File: src/rtl/slxfp_pkg.sv
// Shared constants and types for the sync/length/XOR frame parser.
`timescale 1ns / 1ps

package slxfp_pkg;

  // Longest frame on the wire: two sync bytes, length, payload, trailer.
  localparam int MAX_FRAME_BYTES = 11;
  localparam int MAX_LEN         = MAX_FRAME_BYTES - 4;
  localparam int LEN_W           = $clog2(MAX_LEN + 1);
  localparam int STORE_DEPTH     = 7;
  localparam int DATA_FIELDS     = 6;
  localparam int LED_MIN_LEN     = 3;

  localparam int CFG_IDX_W = 2;
  localparam logic [CFG_IDX_W-1:0] CFG_SYNC_FIRST  = 2'd0;
  localparam logic [CFG_IDX_W-1:0] CFG_SYNC_SECOND = 2'd1;
  localparam logic [CFG_IDX_W-1:0] CFG_LED_CODE    = 2'd2;

  localparam logic [7:0] SYNC_FIRST_RST  = 8'h55;
  localparam logic [7:0] SYNC_SECOND_RST = 8'hAA;
  localparam logic [7:0] LED_CODE_RST    = 8'h06;

  typedef enum logic [3:0] {
    PH_HUNT  = 4'b0001,
    PH_SYNC2 = 4'b0010,
    PH_LEN   = 4'b0100,
    PH_BODY  = 4'b1000
  } phase_e;

  typedef logic [7:0] byte_t;

endpackage

File: src/rtl/sync_len_xor_frame_parser.sv
// Frame parser: sync hunt, length check, running XOR and registered result.
// A result is registered and appears in the cycle after its trailer beat is accepted.
// Throughput: one byte per cycle unless a trailer beat is stalled; the phase
// register and running XOR update in the same cycle as the byte arrives.
// A trailer beat is held off only while a previous result is still stalled.
// Reset: parser hunts for the first sync byte, sync and LED registers take
// 0x55, 0xAA and 0x06; the payload store is not cleared.
`timescale 1ns / 1ps

module sync_len_xor_frame_parser import slxfp_pkg::*; (
  input  logic                 clk_i,
  input  logic                 rst_ni,
  input  logic                 cfg_we_i,
  input  logic [CFG_IDX_W-1:0] cfg_index_i,
  input  logic [7:0]           cfg_data_i,
  input  logic                 in_valid_i,
  output logic                 in_stall_o,
  input  logic [7:0]           rx_byte_i,
  output logic                 out_valid_o,
  input  logic                 out_stall_i,
  output logic [7:0]           func_code_o,
  output logic [2:0]           payload_len_o,
  output logic [7:0]           data_zero_o,
  output logic [7:0]           data_one_o,
  output logic [7:0]           data_two_o,
  output logic [7:0]           data_three_o,
  output logic [7:0]           data_four_o,
  output logic [7:0]           data_five_o,
  output logic                 led_cmd_valid_o,
  output logic [7:0]           led_number_o,
  output logic                 led_on_o
);

  byte_t sync_first_q, sync_second_q, led_code_q;

  phase_e           phase_q, phase_d;
  logic [LEN_W-1:0] frame_len_q, frame_len_d;
  logic [LEN_W-1:0] pos_q, pos_d;
  byte_t            xor_q, xor_d;
  byte_t            store_q [STORE_DEPTH];

  logic  out_valid_q, out_valid_d;
  byte_t func_q, led_num_q;
  logic [2:0] len_out_q;
  byte_t data_q [DATA_FIELDS];
  byte_t data_d [DATA_FIELDS];
  logic  led_valid_q, led_on_q, led_valid_d;

  logic  in_acc, trailer, emit, store_we;
  logic  len_ok;
  byte_t len_ext;

  assign len_ext  = 8'(frame_len_q);
  assign trailer  = (phase_q == PH_BODY) && (pos_q == frame_len_q);
  // Hold only a beat that could produce a result while the output is blocked.
  assign in_stall_o = out_valid_q && out_stall_i && trailer;
  assign in_acc   = in_valid_i && !in_stall_o;
  assign len_ok   = (rx_byte_i != 8'd0) && (rx_byte_i <= 8'(MAX_LEN));
  assign emit     = in_acc && trailer && (rx_byte_i == xor_q);
  assign store_we = in_acc && (phase_q == PH_BODY) && !trailer;

  always_ff @(posedge clk_i or negedge rst_ni) begin
    if (!rst_ni) begin
      sync_first_q  <= SYNC_FIRST_RST;
      sync_second_q <= SYNC_SECOND_RST;
      led_code_q    <= LED_CODE_RST;
    end else if (cfg_we_i) begin
      case (cfg_index_i)
        CFG_SYNC_FIRST:  sync_first_q  <= cfg_data_i;
        CFG_SYNC_SECOND: sync_second_q <= cfg_data_i;
        CFG_LED_CODE:    led_code_q    <= cfg_data_i;
        default: ;
      endcase
    end
  end

  always_comb begin
    phase_d     = phase_q;
    frame_len_d = frame_len_q;
    pos_d       = pos_q;
    xor_d       = xor_q;
    if (in_acc) begin
      case (phase_q)
        PH_HUNT: begin
          if (rx_byte_i == sync_first_q) begin
            xor_d   = rx_byte_i;
            phase_d = PH_SYNC2;
          end
        end
        PH_SYNC2: begin
          if (rx_byte_i == sync_second_q) begin
            xor_d   = xor_q ^ rx_byte_i;
            phase_d = PH_LEN;
          end else if (rx_byte_i == sync_first_q) begin
            // Resync onto the repeated first sync byte.
            xor_d   = rx_byte_i;
            phase_d = PH_SYNC2;
          end else begin
            phase_d = PH_HUNT;
          end
        end
        PH_LEN: begin
          if (len_ok) begin
            xor_d       = xor_q ^ rx_byte_i;
            frame_len_d = LEN_W'(rx_byte_i);
            pos_d       = '0;
            phase_d     = PH_BODY;
          end else begin
            phase_d = PH_HUNT;
          end
        end
        PH_BODY: begin
          if (trailer) begin
            phase_d = PH_HUNT;
          end else begin
            xor_d = xor_q ^ rx_byte_i;
            pos_d = pos_q + LEN_W'(1);
          end
        end
        default: phase_d = PH_HUNT;
      endcase
    end
  end

  always_ff @(posedge clk_i or negedge rst_ni) begin
    if (!rst_ni) begin
      phase_q     <= PH_HUNT;
      frame_len_q <= '0;
      pos_q       <= '0;
      xor_q       <= '0;
    end else begin
      phase_q     <= phase_d;
      frame_len_q <= frame_len_d;
      pos_q       <= pos_d;
      xor_q       <= xor_d;
    end
  end

  // Every payload byte enters the XOR and is stored at its position; STORE_DEPTH covers MAX_LEN.
  always_ff @(posedge clk_i) begin
    for (int e = 0; e < STORE_DEPTH; e++) begin
      if (store_we && (8'(pos_q) == 8'(e))) begin
        store_q[e] <= rx_byte_i;
      end
    end
  end

  always_comb begin
    for (int k = 0; k < DATA_FIELDS; k++) begin
      data_d[k] = (8'(k + 1) < len_ext) ? store_q[k+1] : 8'd0;
    end
    led_valid_d = (store_q[0] == led_code_q) && (len_ext >= 8'(LED_MIN_LEN));
  end

  assign out_valid_d = emit || (out_valid_q && out_stall_i);

  always_ff @(posedge clk_i or negedge rst_ni) begin
    if (!rst_ni) begin
      out_valid_q <= 1'b0;
    end else begin
      out_valid_q <= out_valid_d;
    end
  end

  always_ff @(posedge clk_i) begin
    if (emit) begin
      func_q      <= store_q[0];
      len_out_q   <= 3'(frame_len_q);
      data_q      <= data_d;
      led_valid_q <= led_valid_d;
      led_num_q   <= led_valid_d ? store_q[1] : 8'd0;
      led_on_q    <= led_valid_d && (store_q[2] != 8'd0);
    end
  end

  assign out_valid_o     = out_valid_q;
  assign func_code_o     = func_q;
  assign payload_len_o   = len_out_q;
  assign data_zero_o     = data_q[0];
  assign data_one_o      = data_q[1];
  assign data_two_o      = data_q[2];
  assign data_three_o    = data_q[3];
  assign data_four_o     = data_q[4];
  assign data_five_o     = data_q[5];
  assign led_cmd_valid_o = led_valid_q;
  assign led_number_o    = led_num_q;
  assign led_on_o        = led_on_q;

  a_stall_only_trailer: assert property (@(posedge clk_i) disable iff (!rst_ni)
    in_stall_o |-> (phase_q == PH_BODY))
    else $error("input stalled outside the trailer beat");

  a_result_from_trailer: assert property (@(posedge clk_i) disable iff (!rst_ni)
    (!out_valid_q || !out_stall_i) ##1 out_valid_q |-> $past(in_acc && trailer))
    else $error("result without an accepted trailer beat");

  a_len_nonzero: assert property (@(posedge clk_i) disable iff (!rst_ni)
    (phase_q == PH_BODY) |-> (frame_len_q != '0) && (pos_q <= frame_len_q))
    else $error("body phase with bad length or position");

  a_back_to_hunt: assert property (@(posedge clk_i) disable iff (!rst_ni)
    in_acc && trailer |=> (phase_q == PH_HUNT))
    else $error("parser did not return to hunting after trailer");

endmodule

File: config.mk
export PLATFORM = sky130hd
export DESIGN_NAME = sync_len_xor_frame_parser
export DESIGN_NICKNAME = d
export VERILOG_FILES = /design/src/rtl/slxfp_pkg.sv /design/src/rtl/sync_len_xor_frame_parser.sv
export SDC_FILE = /design/constraint.sdc
export NUM_CORES = 1
export LEC_CHECK = 0
export ABC_AREA = 1
export BUFFER_PORTS_ARGS = -buffer_cell sky130_fd_sc_hd__clkbuf_2
export CORE_MARGIN = 10
export CORE_UTILIZATION = 50
export DETAILED_ROUTE_END_ITERATION = 10
export GPL_TIMING_DRIVEN = 0
export PLACE_DENSITY = 0.71
export SYNTH_ARGS = -nofsm -noshare
export SYNTH_HDL_FRONTEND = slang
export SYNTH_SLANG_ARGS = --single-unit
File: constraint.sdc
create_clock -name clk_i -period 3.35 [get_ports clk_i]
set_input_delay 0.335 -clock clk_i [delete_from_list [all_inputs] [get_ports clk_i]]
set_output_delay 0.335 -clock clk_i [all_outputs]
set_load 0.02 [all_outputs]
## Word level (Yosys, flattened, before mapping)

Memory sizes are Yosys's and may differ from the RTL's. A register that Yosys moved wholly into a read port is not among the register bits.
Index checks and enable logic that the tools add are counted.

| operators by class | value |
|---|---|
| add/subtract/negate cells | 1 |
| magnitude comparators | 8 |
| equality and inequality tests | 21 |
| reduce and logical (&&, ||, !) cells | 44 |
| mux-type cells | 46 |
| bitwise operators | 1 |

Operators with widths:

| cell | count |
|---|---|
| $mux 8 | 10 |
| $reduce_or 8->1 | 6 |
| $eq 8x8->1 | 4 |
| $pmux 8 s4 | 1 |
| $mux 3 | 9 |
| $mux 1 | 20 |
| $logic_and 1x1->1 | 18 |
| $pmux 4 s4 | 1 |
| $reduce_bool 8->1 | 2 |
| $mux 4 | 3 |
| $eq 3x3->1 const B | 3 |
| $lt 3x3->1 const A | 3 |
| $le 8x3->1 const B | 1 |
| $ne 2x2->1 const B | 4 |
| $reduce_and 4->1 | 2 |
| $xor 8x8->8 | 1 |
| $eq 3x2->1 const B | 2 |
| $logic_not 1->1 | 6 |
| $lt 2x3->1 const A | 2 |
| $pmux 3 s2 | 1 |
| $reduce_and 2->1 | 3 |
| $reduce_and 3->1 | 2 |
| $eq 4x1->1 const B | 1 |
| $eq 4x2->1 const B | 1 |
| other kinds (15) | 15 |

| word-level totals | value |
|---|---|
| output and inout port bits | 71 |
| memory bits (writable) | 56 |
| memories | 1 |
| register bits after elaboration | 80 |
| word-level logic and storage cells | 137 |

Memory list:

| memory | depth | width | rd ports | clocked after Yosys merged registers in | write ports | RTL line | RTL |
|---|---|---|---|---|---|---|---|
| store_q | 7 | 8 | 7 | 4 | 1 | sync_len_xor_frame_parser.sv:40 | `byte_t store_q [STORE_DEPTH];` |

## Depth between registers and ports, before layout

| logic depth | value |
|---|---|
| depth in word-level cells | 17 |
| mapped depth | 12 |

## Least setup slack after synthesis

No wires, ideal clock.

| timing | value |
|---|---|
| path kind | flip-flop to flip-flop |
| from | reg frame_len_q[1] |
| to | reg data_q (netlist bit data_five_o[0]) (read register of store_q) (enable) |
| setup slack | 0.407 ns |
| data required time | 2.927 ns |
| cell stages (with the launch flop) | 8 |
| arrival time | 2.520 ns |
| path through | dfrtp_1 > buf_2 > xor2_1 > nor2_2 > nand3_2 > nor3_1 > nand2_1 > inv_1 |

| on the way | value |
|---|---|
| word-level cells in the longest chain between the ends | 7 |

RTL lines:

| element | RTL line | RTL |
|---|---|---|
| start, declared | sync_len_xor_frame_parser.sv:37 | `logic [LEN_W-1:0] frame_len_q, frame_len_d;` |
| start signal, assigned | sync_len_xor_frame_parser.sv:133 | `frame_len_q <= frame_len_d;` |
| $eq 3x3->1 * | sync_len_xor_frame_parser.sv:54 | `assign trailer = (phase_q == PH_BODY) && (pos_q == frame_len_q);` |
| $logic_and 1x1->1 * | sync_len_xor_frame_parser.sv:54 |  |
| $logic_and 1x1->1 | sync_len_xor_frame_parser.sv:56 | `assign in_stall_o = out_valid_q && out_stall_i && trailer;` |
| $logic_not 1->1 | sync_len_xor_frame_parser.sv:57 | `assign in_acc = in_valid_i && !in_stall_o;` |
| $logic_and 1x1->1 | sync_len_xor_frame_parser.sv:57 |  |
| $logic_and 1x1->1 * (2 in a row) | sync_len_xor_frame_parser.sv:59 | `assign emit = in_acc && trailer && (rx_byte_i == xor_q);` |
| net emit | sync_len_xor_frame_parser.sv:49 | `logic in_acc, trailer, emit, store_we;` |
| end, declared | sync_len_xor_frame_parser.sv:45 | `byte_t data_q [DATA_FIELDS];` |

Mark *: on every way through the listed nets, which the timed path passes. The rest lies on a longest branch.
A chain may end at the register's enable or synchronous reset.

## Final worst setup path

| timing | value |
|---|---|
| from | reg phase_q[1] |
| to | mem store_q[0][0] in the netlist's numbering (enable) |

| on the way | value |
|---|---|
| word-level cells in the longest chain between the ends | 17 |

RTL lines:

| element | RTL line | RTL |
|---|---|---|
| start, declared | sync_len_xor_frame_parser.sv:36 | `phase_e phase_q, phase_d;` |
| start signal, assigned | sync_len_xor_frame_parser.sv:132 | `phase_q <= phase_d;` |
| $eq 4x4->1 * | sync_len_xor_frame_parser.sv:54, sync_len_xor_frame_parser.sv:60 |  |
| $logic_and 1x1->1 | sync_len_xor_frame_parser.sv:54 |  |
| $logic_and 1x1->1 | sync_len_xor_frame_parser.sv:56 |  |
| $logic_not 1->1 | sync_len_xor_frame_parser.sv:57 |  |
| $logic_and 1x1->1 | sync_len_xor_frame_parser.sv:57 |  |
| $logic_and 1x1->1 | sync_len_xor_frame_parser.sv:60 | `assign store_we = in_acc && (phase_q == PH_BODY) && !trailer;` |
| $logic_and 1x1->1 * | sync_len_xor_frame_parser.sv:60 |  |
| $logic_and 1x1->1 | sync_len_xor_frame_parser.sv:142 | `if (store_we && (8'(pos_q) == 8'(e))) begin` |
| $mux 1 | sync_len_xor_frame_parser.sv:142 |  |
| $mux 1 (not written as such) | sync_len_xor_frame_parser.sv:143 | `store_q[e] <= rx_byte_i;` |
| $reduce_or 8->1 (no source line) | n/a |  |
| $mux 3 (no source line) / $mux 1 (equally long branches) (6 in a row) | n/a |  |
| end, declared | sync_len_xor_frame_parser.sv:40 |  |

Mark *: on every way between the ends. The rest lies on a longest branch, timed or not.

==> impl_metrics.json <==
{
  "drt_pass1_iterations": 5,
  "cp_top_family": "simple AND/OR/NAND/NOR gates",
  "io_pins": 94,
  "wl_met2_um": 6540,
  "portBuffers": 93,
  "cp-startpoint": "phase_q[1]",
  "top_layer": "met4",
  "final_cell_mix": "nand2_1, edfxtp_1, inv_1",
  "setup_tns_ns": 0,
  "antenna_found_initial": 0,
  "dieArea_mm2": 0.0189,
  "slew_viol_final": 0,
  "critPathKind": "reg2reg",
  "finalClockSkew_ns": 0.0108,
  "die_x_um": 138,
  "critPathCaptureType": "flip-flop",
  "p_per_area_mw_per_mm2": 553,
  "post_drt_wl_per_cell_um": 15.0,
  "die_height_um": 138,
  "avgSynthCellArea_um2": 11.2,
  "intPower_mw": 3.47,
  "ant_nets": 0,
  "dr_total_vias": 4468,
  "clock_sink_count": 168,
  "initial_utilization_pct": 51.6,
  "period_needed_ns": 2.61,
  "grt_overflow": 0,
  "m1WireLength_um": 5780,
  "wl_met3_um": 1170,
  "worst-path-max-fanout": 10,
  "min_path_type": "in2async",
  "worstPathRequired_ns": 3.38,
  "rsz0062_at_grt": "no",
  "drc": 0,
  "clkTransAtPathRegs_ns": 0.06,
  "drive_gt1_share_pct": 21.1,
  "layout.cells.non_filler": 920,
  "worst_pin_slew_ns": 1.17,
  "yosysWarnings": 0,
  "comb_power_share_pct": 8.2,
  "rr_worst_depth": 8,
  "fp-row-count": 42,
  "gp_congestion": 0.898,
  "arrival_ns": 2.64,
  "wirelength_um": 13800,
  "ctsRootBufferMaster": "clkbuf_16",
  "seqPwrFrac_pct": 52.7,
  "grt_pass1_wl_um": 22200,
  "layout_commonest_cell": "nand2_1",
  "grt_pass1_vias": 4467,
  "cp-start-kind": "flip-flop",
  "maxCapViolCount": 0,
  "ir_drop_uv": 254,
  "cts.path.max_buffers": 2,
  "critPathBufInv": 2,
  "syn-num-nets": 646,
  "synth_area_mm2": 0.00692,
  "place_inst": 888,
  "grt_usage_pct": 15.2,
  "cts_buffers": 17,
  "setup_viol": 0,
  "hold_viol": 0,
  "postCtsResizedCells": 0,
  "swShare_pct": 23.1,
  "dpl.hpwl_um": 9590,
  "area_delta_synth_final_pct": 18.0,
  "path_depth": 8,
  "core_mm2": 0.0134,
  "p_sw_mw": 1.04,
  "h-tree-depth": 4,
  "slowest_stage": "nor3_1",
  "slowest_delay_ns": 0.89,
  "vias_per_cell": 4.86,
  "ys_seq_area_share_pct": 70.0,
  "pwr-share-clk_pct": 39.1,
  "postCtsSetupRepairBufs": 0,
  "grt_max_degree": 46,
  "drt_iter0_drc": 344,
  "clkLatencyLatePin_ns": 0.42,
  "ys_ff_latch": 168,
  "cts-hold-fix-buffers": 0,
  "path_cells": "nor2_2 -> nand3_1 -> inv_2 -> nor2_1 -> buf_6 -> nor2_8 -> nand2_4 -> nor3_1",
  "tritoncts": "built",
  "netlist_instances": 618,
  "rr_startpoint": "phase_q[1]",
  "period_share_pct": 78.0,
  "n_antenna_cell": 0,
  "relSlewSlack_pct": 21.7,
  "ys_types": 31,
  "p_leak_nw": 3.92,
  "fmax_mhz": 383,
  "status": "completed",
  "fin_nets": 759
}
[state kept, by name, summed over array words and instances, names as in the netlist]
register,count
store_q,56
data_five_o,8
data_four_o,8
data_one_o,8
data_three_o,8
data_two_o,8
data_zero_o,8
func_code_o,8
led_code_q,8
led_number_o,8
sync_first_q,8
sync_second_q,8
xor_q,8
phase_q,4
frame_len_q,3
payload_len_o,3
pos_q,3
led_cmd_valid_o,1
led_on_o,1
out_valid_o,1
[routing by layer]
| layer | vias to the layer above | track usage [%] |
|---|---|---|
| li1 | 2203 | - |
| met1 | 2092 | 18.5 |
| met2 | 147 | 24.7 |
| met3 | 26 | 4.22 |
| met4 | 0 | 6.91 |
| met5 | - | 0 |
[logic make-up (layout without fill, tap and decap cells)]
logic type      count (synthesis)  after routing  synth area share [%]
buf+inv                       116            242                  6.64
simple gates                  270            270                  16.8
flops                         168            168                  70.0
xor+xnor                       23             23                  2.91
fa+ha+maj                       5              5                 0.905
compound gates                 36             36                  2.71
[worst paths after layout]
path | end | slack [ns]
setup / recovery | store_q[0][0] | 0.74
hold / removal | xor_q[7] | 0.12
setup reg to reg | store_q[0][0] | 0.74
hold reg to reg | payload_len_o[1] | 0.44
max in group asynchronous | sync_second_q[0] | 2.54
min in group clk_i | out_valid_o | 0.15
[Yosys cell counts]
library cell  instances  share of area, %
o21ai_0              29               2.1
a21oi_1               1             0.072
buf_6                 2              0.33
dfstp_2              11               4.2
a21oi_2               1              0.13
o22ai_1               1             0.091
nand2_4               3              0.49
nor2_1               70               3.8
nand3_4               1              0.25
nand3_2               1              0.14
dfrtp_1              32                12
ha_1                  5              0.90
nand2_2               3              0.27
xnor2_1              18               2.3
inv_2                 3              0.16
buf_4                 1              0.11
nand4_1               3              0.27
buf_2                 4              0.29
nand3_1              24               1.7
nor2_8                2              0.58
nor3_1                7              0.51
o21a_1                1              0.11
nand2_1             149               8.1
edfxtp_1            125                54
inv_1               102               5.5
xor2_1                5              0.63
nor2_2                4              0.36
o21ai_1               3              0.22
clkbuf_1              4              0.22
nor4_1                2              0.18
nand3b_1              1              0.11
[per-stage QoR]
stage	util, %	instance area, um^2	total power [mW]	hold WS (ns)	worst slack, ns
after floorplan	-	6920	2.67	0.0394	0.407
after global placement	56.7	7600	2.77	0.424	-0.337
after detailed placement	56.9	7620	2.79	0.430	0.714
after CTS	60.9	8160	4.54	0.131	0.727
after global routing	60.9	8160	4.70	0.162	0.555
final	60.9	8160	4.51	0.120	0.737
[layout make-up]
class	instances	area [um^2]
Clock inverter	13	104
Fill cell	1087	5240
Inverter	105	394
Tap cell	176	220
Multi-Input combinational cell	334	1610
Buffer	11	65.1
Sequential cell	168	4840
Clock buffer	19	433
Timing Repair Buffer	94	485
[power by group through the flow]
stage	logic [mW]	clock network (mW)	registers, mW
finish	0.370	1.77	2.38
global route	0.424	1.89	2.39
CTS	0.368	1.80	2.38
detailed placement	0.366	0	2.42
global placement	0.354	0	2.42
floorplan	0.267	0	2.41
(Power assumes the default switching activity.)
